[src/hw/rtl/mtg_pkg.sv]
`default_nettype none

package mtg_pkg;

  // Pool geometry of the generator.
  localparam int unsigned POOL_LEN  = 624;
  localparam int unsigned TWIST_OFS = 397;
  localparam int unsigned IDX_W     = 10;

  localparam logic [IDX_W-1:0] LAST_IDX  = IDX_W'(POOL_LEN - 1);
  localparam logic [IDX_W-1:0] OFS_IDX   = IDX_W'(TWIST_OFS);
  localparam logic [IDX_W-1:0] FAR_WRAP  = IDX_W'(POOL_LEN - TWIST_OFS);

  // Recurrence and tempering constants.
  localparam logic [31:0] TWIST_XOR = 32'h9908_b0df;
  localparam logic [31:0] TEMPER_B  = 32'h9d2c_5680;
  localparam logic [31:0] TEMPER_C  = 32'hefc6_0000;
  localparam logic [31:0] SEED_MUL  = 32'd1812433253;

  // Command opcodes.
  localparam logic [1:0] OP_SEED = 2'd0;
  localparam logic [1:0] OP_WORD = 2'd1;
  localparam logic [1:0] OP_FRAC = 2'd2;
  localparam logic [1:0] OP_NOP  = 2'd3;

  typedef struct packed {
    logic [1:0]  opcode;
    logic [31:0] seed_value;
  } mtg_cmd_t;

  typedef struct packed {
    logic [52:0] random_value;
    logic        not_seeded;
  } mtg_result_t;

  // Write request into the state pool.
  typedef struct packed {
    logic             en;
    logic [IDX_W-1:0] addr;
    logic [31:0]      data;
  } mtg_wr_t;

  // One step of the twist recurrence.
  function automatic logic [31:0] mtg_twist(input logic [31:0] cur,
                                            input logic [31:0] nxt,
                                            input logic [31:0] far);
    logic [31:0] y;
    y = {cur[31], nxt[30:0]};
    return far ^ (y >> 1) ^ (y[0] ? TWIST_XOR : 32'd0);
  endfunction

  // Output tempering of a pool word.
  function automatic logic [31:0] mtg_temper(input logic [31:0] w);
    logic [31:0] y;
    y = w ^ (w >> 11);
    y = y ^ ((y << 7) & TEMPER_B);
    y = y ^ ((y << 15) & TEMPER_C);
    return y ^ (y >> 18);
  endfunction

endpackage

`default_nettype wire

[src/hw/rtl/mtg_seeder.sv]
`default_nettype none

module mtg_seeder (
  input  wire logic            clk,
  input  wire logic            rst,
  input  wire logic            go,
  input  wire logic [31:0]     seed,
  output mtg_pkg::mtg_wr_t     wr,
  output logic                 done
);
  import mtg_pkg::*;

  logic             running;
  logic             phase;
  logic [IDX_W-1:0] idx;
  logic [31:0]      s;
  logic [31:0]      prod;
  logic [31:0]      mix;
  logic [31:0]      mul;

  // Knuth recurrence: multiply in phase 0, add the next word's index in phase 1.
  assign mix = s ^ (s >> 30);
  assign mul = mix * SEED_MUL;

  assign wr.en   = running && !phase;
  assign wr.addr = idx;
  assign wr.data = s;
  assign done    = running && phase && (idx == LAST_IDX);

  // Sequencing over the pool, a write-and-multiply phase and an add phase per word.
  always_ff @(posedge clk) begin
    if (rst) begin
      running <= 1'b0;
      phase   <= 1'b0;
      idx     <= '0;
    end else if (go) begin
      running <= 1'b1;
      phase   <= 1'b0;
      idx     <= '0;
    end else if (running) begin
      phase <= !phase;
      if (phase) begin
        if (idx == LAST_IDX) begin
          running <= 1'b0;
        end else begin
          idx <= idx + IDX_W'(1);
        end
      end
    end
  end

  // Recurrence datapath.
  always_ff @(posedge clk) begin
    if (go) begin
      s <= seed;
    end else if (running) begin
      if (!phase) begin
        prod <= mul;
      end else begin
        s <= prod + 32'(idx) + 32'd1;
      end
    end
  end

endmodule

`default_nettype wire

[config.mk]
export PLATFORM = sky130hd
export DESIGN_NAME = mtg_seeder
export DESIGN_NICKNAME = d
export VERILOG_FILES = /design/src/hw/rtl/mtg_pkg.sv /design/src/hw/rtl/mtg_seeder.sv
export SDC_FILE = /design/constraint.sdc
export NUM_CORES = 1
export LEC_CHECK = 0
export BUFFER_PORTS_ARGS = -buffer_cell sky130_fd_sc_hd__buf_2
export CAP_MARGIN = 0
export CORE_MARGIN = 1
export CORE_UTILIZATION = 40
export DETAILED_ROUTE_END_ITERATION = 10
export PLACE_DENSITY = 0.68
export SYNTH_ARGS = -nofsm -noshare
export SYNTH_HDL_FRONTEND = slang
export SYNTH_SLANG_ARGS = --single-unit
[constraint.sdc]
create_clock -name clk -period 6.6 [get_ports clk]
set_clock_uncertainty 0.05 [all_clocks]
set_input_delay 0.99 -clock clk [delete_from_list [all_inputs] [get_ports clk]]
set_output_delay 0.99 -clock clk [all_outputs]
set_load 0.02 [all_outputs]
Word level (Yosys, flattened, before mapping)
Cells that the tools add are included.
- output and inout bits: 44
- input bits: 35
- register bits: 76
- word-level logic and storage cells: 31
- $mul: 1
- reduce and logical (&&, ||, !) cells: 10
- add/sub/neg operators: 3
- equality and inequality tests: 1
- bitwise operators: 4
- mux-type cells: 7
- operators with widths (operator ; number):
    2-to-1 mux 32 bit ; 3
    adder 32 x 1 -> 32 bit, second input constant ; 1
    adder 32 x 10 -> 32 bit ; 1
    multiplier 32 x 31 -> 32 bit, second input constant ; 1
    bitwise XOR 32 x 2 -> 32 bit ; 1
    adder 10 x 1 -> 10 bit, second input constant ; 1
    equality test 10 bit, second input constant ; 1
    AND reduction 3 bit ; 2
    2-to-1 mux 1 bit ; 4
    nonzero test 2 bit ; 2
    logical AND 1 bit ; 3
    inverter 1 bit ; 3
    AND reduction 2 bit ; 1
    OR reduction 2 bit ; 1
    zero test 1 bit ; 1

Logic depth before layout (Yosys ltp)
Gate-level depths: netlist of the first run.
- depth after elaboration: 5
- mapped depth: 23
- gate-level depth less buffers: 23

Worst setup path after synthesis of the first run
Ideal clock, no wire load.
- path type: reg2reg
- start: register s[0]
- end: register prod[27], data pin
- clock period less this slack: 6.646 ns
- data arrival time: 6.339 ns
- data required time: 6.292 ns
- stages on the path, launching flop included: 24
- path buffers: 0
- library setup time: 0.258 ns
- path slack: -0.046 ns
- cells stage by stage: edfxtp_1 > xor2_1 > xor2_1 > ha_1 > or2_2 > ha_1 > inv_1 > fa_1 > inv_1 > ha_1 > fa_1 > fa_1 > fa_1 > inv_1 > fa_1 > inv_1 > ha_1 > a21oi_1 > o21ai_0 > a2111oi_2 > a211oi_2 > a221o_1 > a21oi_2 > xnor2_1
- longest elaborated chain between the ends: 2
- RTL lines (item ; line ; RTL):
    start, declared ; mtg_seeder.sv:16 ; logic [31:0] s;
    start signal, assigned ; mtg_seeder.sv:60 ; s <= prod + 32'(idx) + 32'd1;
    bitwise XOR 32 x 2 -> 32 bit ; mtg_seeder.sv:22 ; assign mix = s ^ (s >> 30);
    via mix[0] ; mtg_seeder.sv:18 ; logic [31:0] mix;
    multiplier 32 x 31 -> 32 bit ; mtg_seeder.sv:23 ; assign mul = mix * SEED_MUL;
    via mul[27] ; mtg_seeder.sv:19 ; logic [31:0] mul;
    end signal, assigned ; mtg_seeder.sv:58 ; prod <= mul;
    end, declared ; mtg_seeder.sv:17 ; logic [31:0] prod;
The timed path passes the listed nets, and every way through them passes these cells.
A chain may end at the register's enable or synchronous reset.

Worst setup path after layout of the first run
- start: register s[21]
- end: register prod[31], data pin
- longest elaborated chain between the ends: 2
- RTL lines (item ; line):
    bitwise XOR 32 x 2 -> 32 bit ; mtg_seeder.sv:22
    multiplier 32 x 31 -> 32 bit ; mtg_seeder.sv:23
    via mul[31] ; mtg_seeder.sv:19
The timed path passes the listed nets, and every way through them passes these cells.

==> results of run 1 <==
==> worst max-delay path, delay by kind of cell, from the launching register on <==
family,cells,cell delay [ns]
AOI/OAI and AO/OA,6,1.12
DFF,1,0.57
xor gates and xnor gates,1,0.13
adders and majority gates,9,4.12
buffers and inverters,2,0.11
==> cell families (layout without fill, tap and decap cells) <==
family | Yosys count | after routing
XOR/XNOR | 94 | 94
multiplexers | 6 | 6
AO/OA/AOI/OAI | 141 | 141
AND/OR/NAND/NOR | 163 | 163
flip-flops | 76 | 76
adder cells (fa/ha/maj) | 367 | 367
other | 0 | 2
buffers and inverters | 305 | 394
==> flip-flops by register name, indices dropped and copies added, names as in the netlist <==
signal	cells
prod	32
s	32
idx	10
phase	1
running	1
==> worst min-delay path by stage <==
stage / depth (start not counted) / slack, ns / start / end
3_3_place_gp: 2 / 0.50 / running$_SDFF_PP0_ / phase$_SDFFE_PP0P_
2_1_floorplan: 2 / 0.48 / running$_SDFF_PP0_ / running$_SDFF_PP0_
4_1_cts: 2 / 0.52 / running$_SDFF_PP0_ / running$_SDFF_PP0_
3_5_place_dp: 2 / 0.51 / running$_SDFF_PP0_ / running$_SDFF_PP0_
6_report: 2 / 0.52 / running$_SDFF_PP0_ / running$_SDFF_PP0_
5_1_grt: 2 / 0.56 / running$_SDFF_PP0_ / running$_SDFF_PP0_
==> metrics by stage <==
| step | area, um2 | cells |
|---|---|---|
| final | 13000 | 1627 |
| after global routing | 13000 | 1625 |
| after CTS | 12880 | 1621 |
| after detailed placement | 12580 | 1605 |
| after global placement | 12580 | 1605 |
| after floorplan | 11740 | 1152 |
==> synthesized netlist by cell type, types with 7 or more instances <==
cell type  instances
a21o_1             8
a21oi_1           35
and3_1             9
buf_4             30
clkbuf_1           9
dfxtp_1           12
edfxtp_1          64
fa_1             147
ha_1             220
inv_1            259
nand2_1           52
nand3_1           12
nand4_1            7
nor2_1            36
nor2b_1            8
nor3_1            14
o21a_1             8
o21ai_0           41
xnor2_1           63
xor2_1            31
==> area by class of cell <==
type / instances / area, um2 / area share, %
Clock buffer: 9 / 225.2 / 1.732
Antenna cell: 2 / 5.005 / 0.03849
Clock inverter: 7 / 68.82 / 0.5293
Inverter: 259 / 972.2 / 7.477
Tap cell: 384 / 480.5 / 3.695
Multi-Input combinational cell: 771 / 8378 / 64.43
Sequential cell: 76 / 2162 / 16.63
Timing Repair Buffer: 119 / 710.7 / 5.466
==> routing by layer <==
metal	track usage, %	share of wire, %	vias to the layer above
li1	-	-	3889
met3	3.443	5.3	57
met4	7.522	2.8	6
met2	36.16	49	236
met1	26.89	43	4137
met5	0	0.12	-
==> cells in the final DEF, fill, tap and decap left out, types with 11 or more instances in the layout <==
cell | netlist | routed
xnor2_1 | 63 | 63
nand2_1 | 52 | 51
dfxtp_1 | 12 | 12
ha_1 | 220 | 215
edfxtp_1 | 64 | 64
a21oi_1 | 35 | 34
fa_1 | 147 | 147
buf_2 | 5 | 78
nor3_1 | 14 | 13
xor2_1 | 31 | 30
inv_1 | 259 | 259
nand3_1 | 12 | 11
o21ai_0 | 41 | 40
buf_4 | 30 | 40
nor2_1 | 36 | 36
==> repair_timing <==
| item | in CTS | in global routing |
|---|---|---|
| endpoints found under the setup margin | 0 | 9 |
| gates resized for setup | 0 | 17 |
| setup buffers | 0 | 4 |
==> qor.txt, run 1 <==
Post-synthesis cell type count -> 57
Layout Nets -> 1638
Die ar. -> 30020 um2
Final hold violations -> 0
Final setup viols -> 0
Site Rows -> 62
CTS root buffer -> clkbuf_16
Worst Path Arrival -> 6.41 ns
Hold Buf Count CTS -> 0
Worst setup path class -> flop to flop
Num CTS Buffers -> 9
Core area -> 28780 um2
Slowest cell on the critical path -> edfxtp_1
DP Worst Slack -> 0.1272 ns
Final Wtd Congestion -> 0.9030
R2R Path Start -> s[21]$_DFFE_PP_
Yosys warnings -> 0
Main combinational cell family by area after synthesis -> adder cells
MaxCap Viol Count -> 0
Syn Std Cell Area -> 11730 um2
Tmin final -> 6.346 ns
CTS clk-pin slew, worst paths -> 0.07 ns
Die H -> 173.3 um
WL final -> 30.42 mm
Avg Vias per Cell -> 5.117
Compound-Gate Fraction of Synth Area -> 7.892%
First-pass GRT wire length -> 47.85 mm
Crit path to -> prod[31]$_DFFE_PP_
Fin Hold WS -> 0.5206 ns
Wire per inst -> 18.69 um
Slew margin rel. -> 29.40%
CTS tree -> yes
Number of synthesized flops with an enable pin -> 64
Final period util -> 96.16%
Yosys reg bits -> 76
Initial Utilization -> 40.76%
Util after Layout -> 45.18%
H-tree Lvls -> 3
Crit-path max FO -> 7
Final Max Slew Viols -> 0
Worst slew pin tran -> 1.059 ns
P&R area growth vs syn -> 10.84%
Die width -> 173.3 um
Vias -> 8325
Slowest cell delay on critical path -> 0.57 ns
Total grt overflow -> 0
Ports -> 79
Initial antenna violation count -> 5
Vias in the first global route -> 8848
Worst Setup SP -> s[21]$_DFFE_PP_
Post-Syn Instances -> 1152
Syn avg cell area -> 10.18 um2
Setup ws final -> 0.2537 ns
Fmax achieved -> 0.1576 GHz
Critical Path RT -> 6.66 ns
Fraction of layout cells with a size suffix above 1 -> 13.62%
Worst setup EP type -> flop
TritonRoute pass-1 iters -> 5
Pin count of the biggest net entering global routing -> 67
Mux cell area share after synthesis -> 0.5439%
Xor/xnor cell area share of the yosys netlist -> 7.018%
Crit-path most repeated cell -> fa_1
Setup tns final -> 0 ns
Synth area leader -> fa_1
Post-synth top area share -> 25.09%
Reg2reg setup slack -> 0.25 ns
CTS Buffer Depth -> 2
CTS sink cnt -> 76
Tot GR Track Use -> 21.10%
Outcome -> complete, no violations
DRT antenna net count -> 0
Filler cells -> 2698
Register area share after synthesis -> 18.43%
Reg2reg end -> prod[31]$_DFFE_PP_
Initial drt markers -> 527
Residual DRC -> 0
Buffers added on ports -> 78
Post-synthesis simple-gate area fraction -> 6.666%
Hold Crit Class -> flop to flop
Syn nets -> 1554
Async SR Flop Fraction -> 0%
Number of cells on the worst reg-to-reg path -> 18
Worst Setup Start Kind -> flop
Ranking of synthesized cells by area -> fa_1, ha_1, edfxtp_1
Synthesized-area fraction occupied by adder cells -> 48.55%
Worst path cell trace -> ha_1 -> ha_1 -> inv_1 -> fa_1 -> inv_1 -> fa_1 -> fa_1 -> fa_1 -> fa_1 -> fa_1 -> ha_1 -> a21o_1 -> a21o_1 -> a21oi_1 -> o21ai_0 -> a311oi_2 -> o21bai_1 -> xnor2_1
Top_reg_cell synth -> edfxtp_1
Latest clock arrival within the worst-skew pair -> 0.36 ns
Final HPWL DP -> 25.34 mm
Power of run 1 is not shown: default switching activity piles up to over one toggle a cycle in this logic, so the estimate is an artifact.
==> run 2, diff against run 1 <==
Settings changed: MAX_ROUTING_LAYER from default to met4, SLEW_MARGIN from default to 5.
==> qor.txt, run 2 (synthesized netlist as in run 1, its figures left out) <==
Outcome -> complete, no violations
Worst slew pin tran -> 1.040 ns (-0.01858 ns)
Hold Buf Count CTS -> 0 (unchanged)
Tmin final -> 6.368 ns (+0.02146 ns)
Worst Path Arrival -> 6.43 ns (+0.02 ns)
Worst Setup Start Kind -> flop
Ports -> 79 (unchanged)
Vias -> 8304 (-0.25%)
Die H -> 173.3 um (unchanged)
Final Wtd Congestion -> 0.9260 (+2.5%)
Final period util -> 96.48% (+0.33 points)
CTS root buffer -> clkbuf_16
Filler cells -> 2750 (+1.9%)
Initial Utilization -> 40.76% (unchanged)
Die width -> 173.3 um (unchanged)
MaxCap Viol Count -> 0 (unchanged)
Hold Crit Class -> flop to flop
Final setup viols -> 0 (unchanged)
Biggest regs -> prod: 32 flops, s: 32 flops, idx: 10 flops
Commonest non-fill, non-tap cell in the layout -> inv_1
P&R area growth vs syn -> 10.36%
CTS Buffer Depth -> 2 (unchanged)
Final Max Slew Viols -> 0 (unchanged)
Setup tns final -> 0 ns (unchanged)
Multi-input logic area -> 8338 um2 (-0.48%)
H-tree Lvls -> 3 (unchanged)
Pin count of the biggest net entering global routing -> 67 (unchanged)
Register area -> 2162 um2 (unchanged)
TritonRoute pass-1 iters -> 7 (+2)
Commonest non-fill, non-tap cells in the layout -> inv_1, ha_1, fa_1
Worst setup path class -> flop to flop
First-pass GRT wire length -> 48.53 mm (+1.4%)
Worst setup EP type -> flop
CTS sink cnt -> 76 (unchanged)
Vias in the first global route -> 8971 (+1.4%)
Fmax achieved -> 0.1570 GHz (-0.34%)
Num CTS Buffers -> 9 (unchanged)
CTS clk-pin slew, worst paths -> 0.07 ns (about the same)
Initial drt markers -> 727 (+38%)
CTS tree -> yes
Final hold violations -> 0 (unchanged)
Residual DRC -> 0 (unchanged)
Buffers added on ports -> 78 (unchanged)
Die ar. -> 30020 um2 (unchanged)
Final HPWL DP -> 25.44 mm (+0.36%)
Critical Path RT -> 6.66 ns (about the same)
Wire per inst -> 18.64 um (-0.31%)
Avg Vias per Cell -> 5.104 (-0.25%)
Layout Nets -> 1638 (unchanged)
DRT antenna net count -> 0 (unchanged)
Slew margin rel. -> 30.64% (+1.2 points)
Site Rows -> 62 (unchanged)
Total grt overflow -> 0 (unchanged)
RSZ-0062 raised after global routing -> no
Tot GR Track Use -> 21.98% (+0.87 points)
Latest clock arrival within the worst-skew pair -> 0.36 ns (about the same)
Initial antenna violation count -> 2 (-3)
Crit-path max FO -> 8 (+1)
Core area -> 28780 um2 (unchanged)
Fraction of layout cells with a size suffix above 1 -> 12.97% (-0.64 points)
WL final -> 30.32 mm (-0.31%)
run 2: layer usage:
layer  global-route usage [%]  wire [um]  vias to the layer above
met3                    3.904       1741                       49
met4                    7.448        873                        0
met1                    26.73      12900                     4108
met5                        -          0                        -
li1                         -          -                     3895
met2                    36.79      14800                      252
run 2: layout make-up:
| type | count | area share [%] |
|---|---|---|
| Inverter | 259 | 7.509 |
| Clock inverter | 7 | 0.5026 |
| Timing Repair Buffer | 119 | 5.393 |
| Antenna cell | 2 | 0.03866 |
| Multi-Input combinational cell | 771 | 64.40 |
| Tap cell | 384 | 3.711 |
| Clock buffer | 9 | 1.740 |
| Sequential cell | 76 | 16.70 |
run 2: worst paths after layout:
check / from / to / slack, ns / cells past startpoint
setup / recovery: s[7]$_DFFE_PP_ / prod[31]$_DFFE_PP_ / 0.23 / 18
hold / removal: running$_SDFF_PP0_ / running$_SDFF_PP0_ / 0.51 / 2
setup reg to reg: s[7]$_DFFE_PP_ / prod[31]$_DFFE_PP_ / 0.23 / 18
hold reg to reg: running$_SDFF_PP0_ / running$_SDFF_PP0_ / 0.51 / 2
run 2: stage by stage:
step | utilization (%) | hold slack (ns) | setup WS, ns | instance area (um2) | cells
floorplan | - | 0.4777 | 0.03322 | 11740 | 1152
global placement | 43.72 | 0.4978 | 0.2445 | 12580 | 1605
detailed placement | 43.72 | 0.5017 | 0.1414 | 12580 | 1605
CTS | 44.73 | 0.5162 | 0.1359 | 12870 | 1621
global route | 44.98 | 0.5344 | 0.0002931 | 12950 | 1627
finish | 44.98 | 0.5146 | 0.2322 | 12950 | 1627
run 2: worst max-delay path, cell delays in order, from the launching register on:
cell	delay (ns)
edfxtp_1	0.69
fa_1	0.53
ha_1	0.29
inv_1	0.05
fa_1	0.53
inv_1	0.04
ha_1	0.21
fa_1	0.56
fa_1	0.44
fa_1	0.52
fa_1	0.55
ha_1	0.43
a21o_1	0.19
a21o_1	0.17
a21oi_1	0.22
o21ai_0	0.11
a311oi_1	0.27
o21bai_1	0.11
xnor2_1	0.13
run 2: what timing repair did:
action / 4_1_cts / 5_1_grt
buffers inserted: 0 / 4
setup endpoints to repair: 0 / 7
hold endpoints to repair: 0 / 0
gates resized for setup: 0 / 9
Power of run 2 is left out for the same reason.
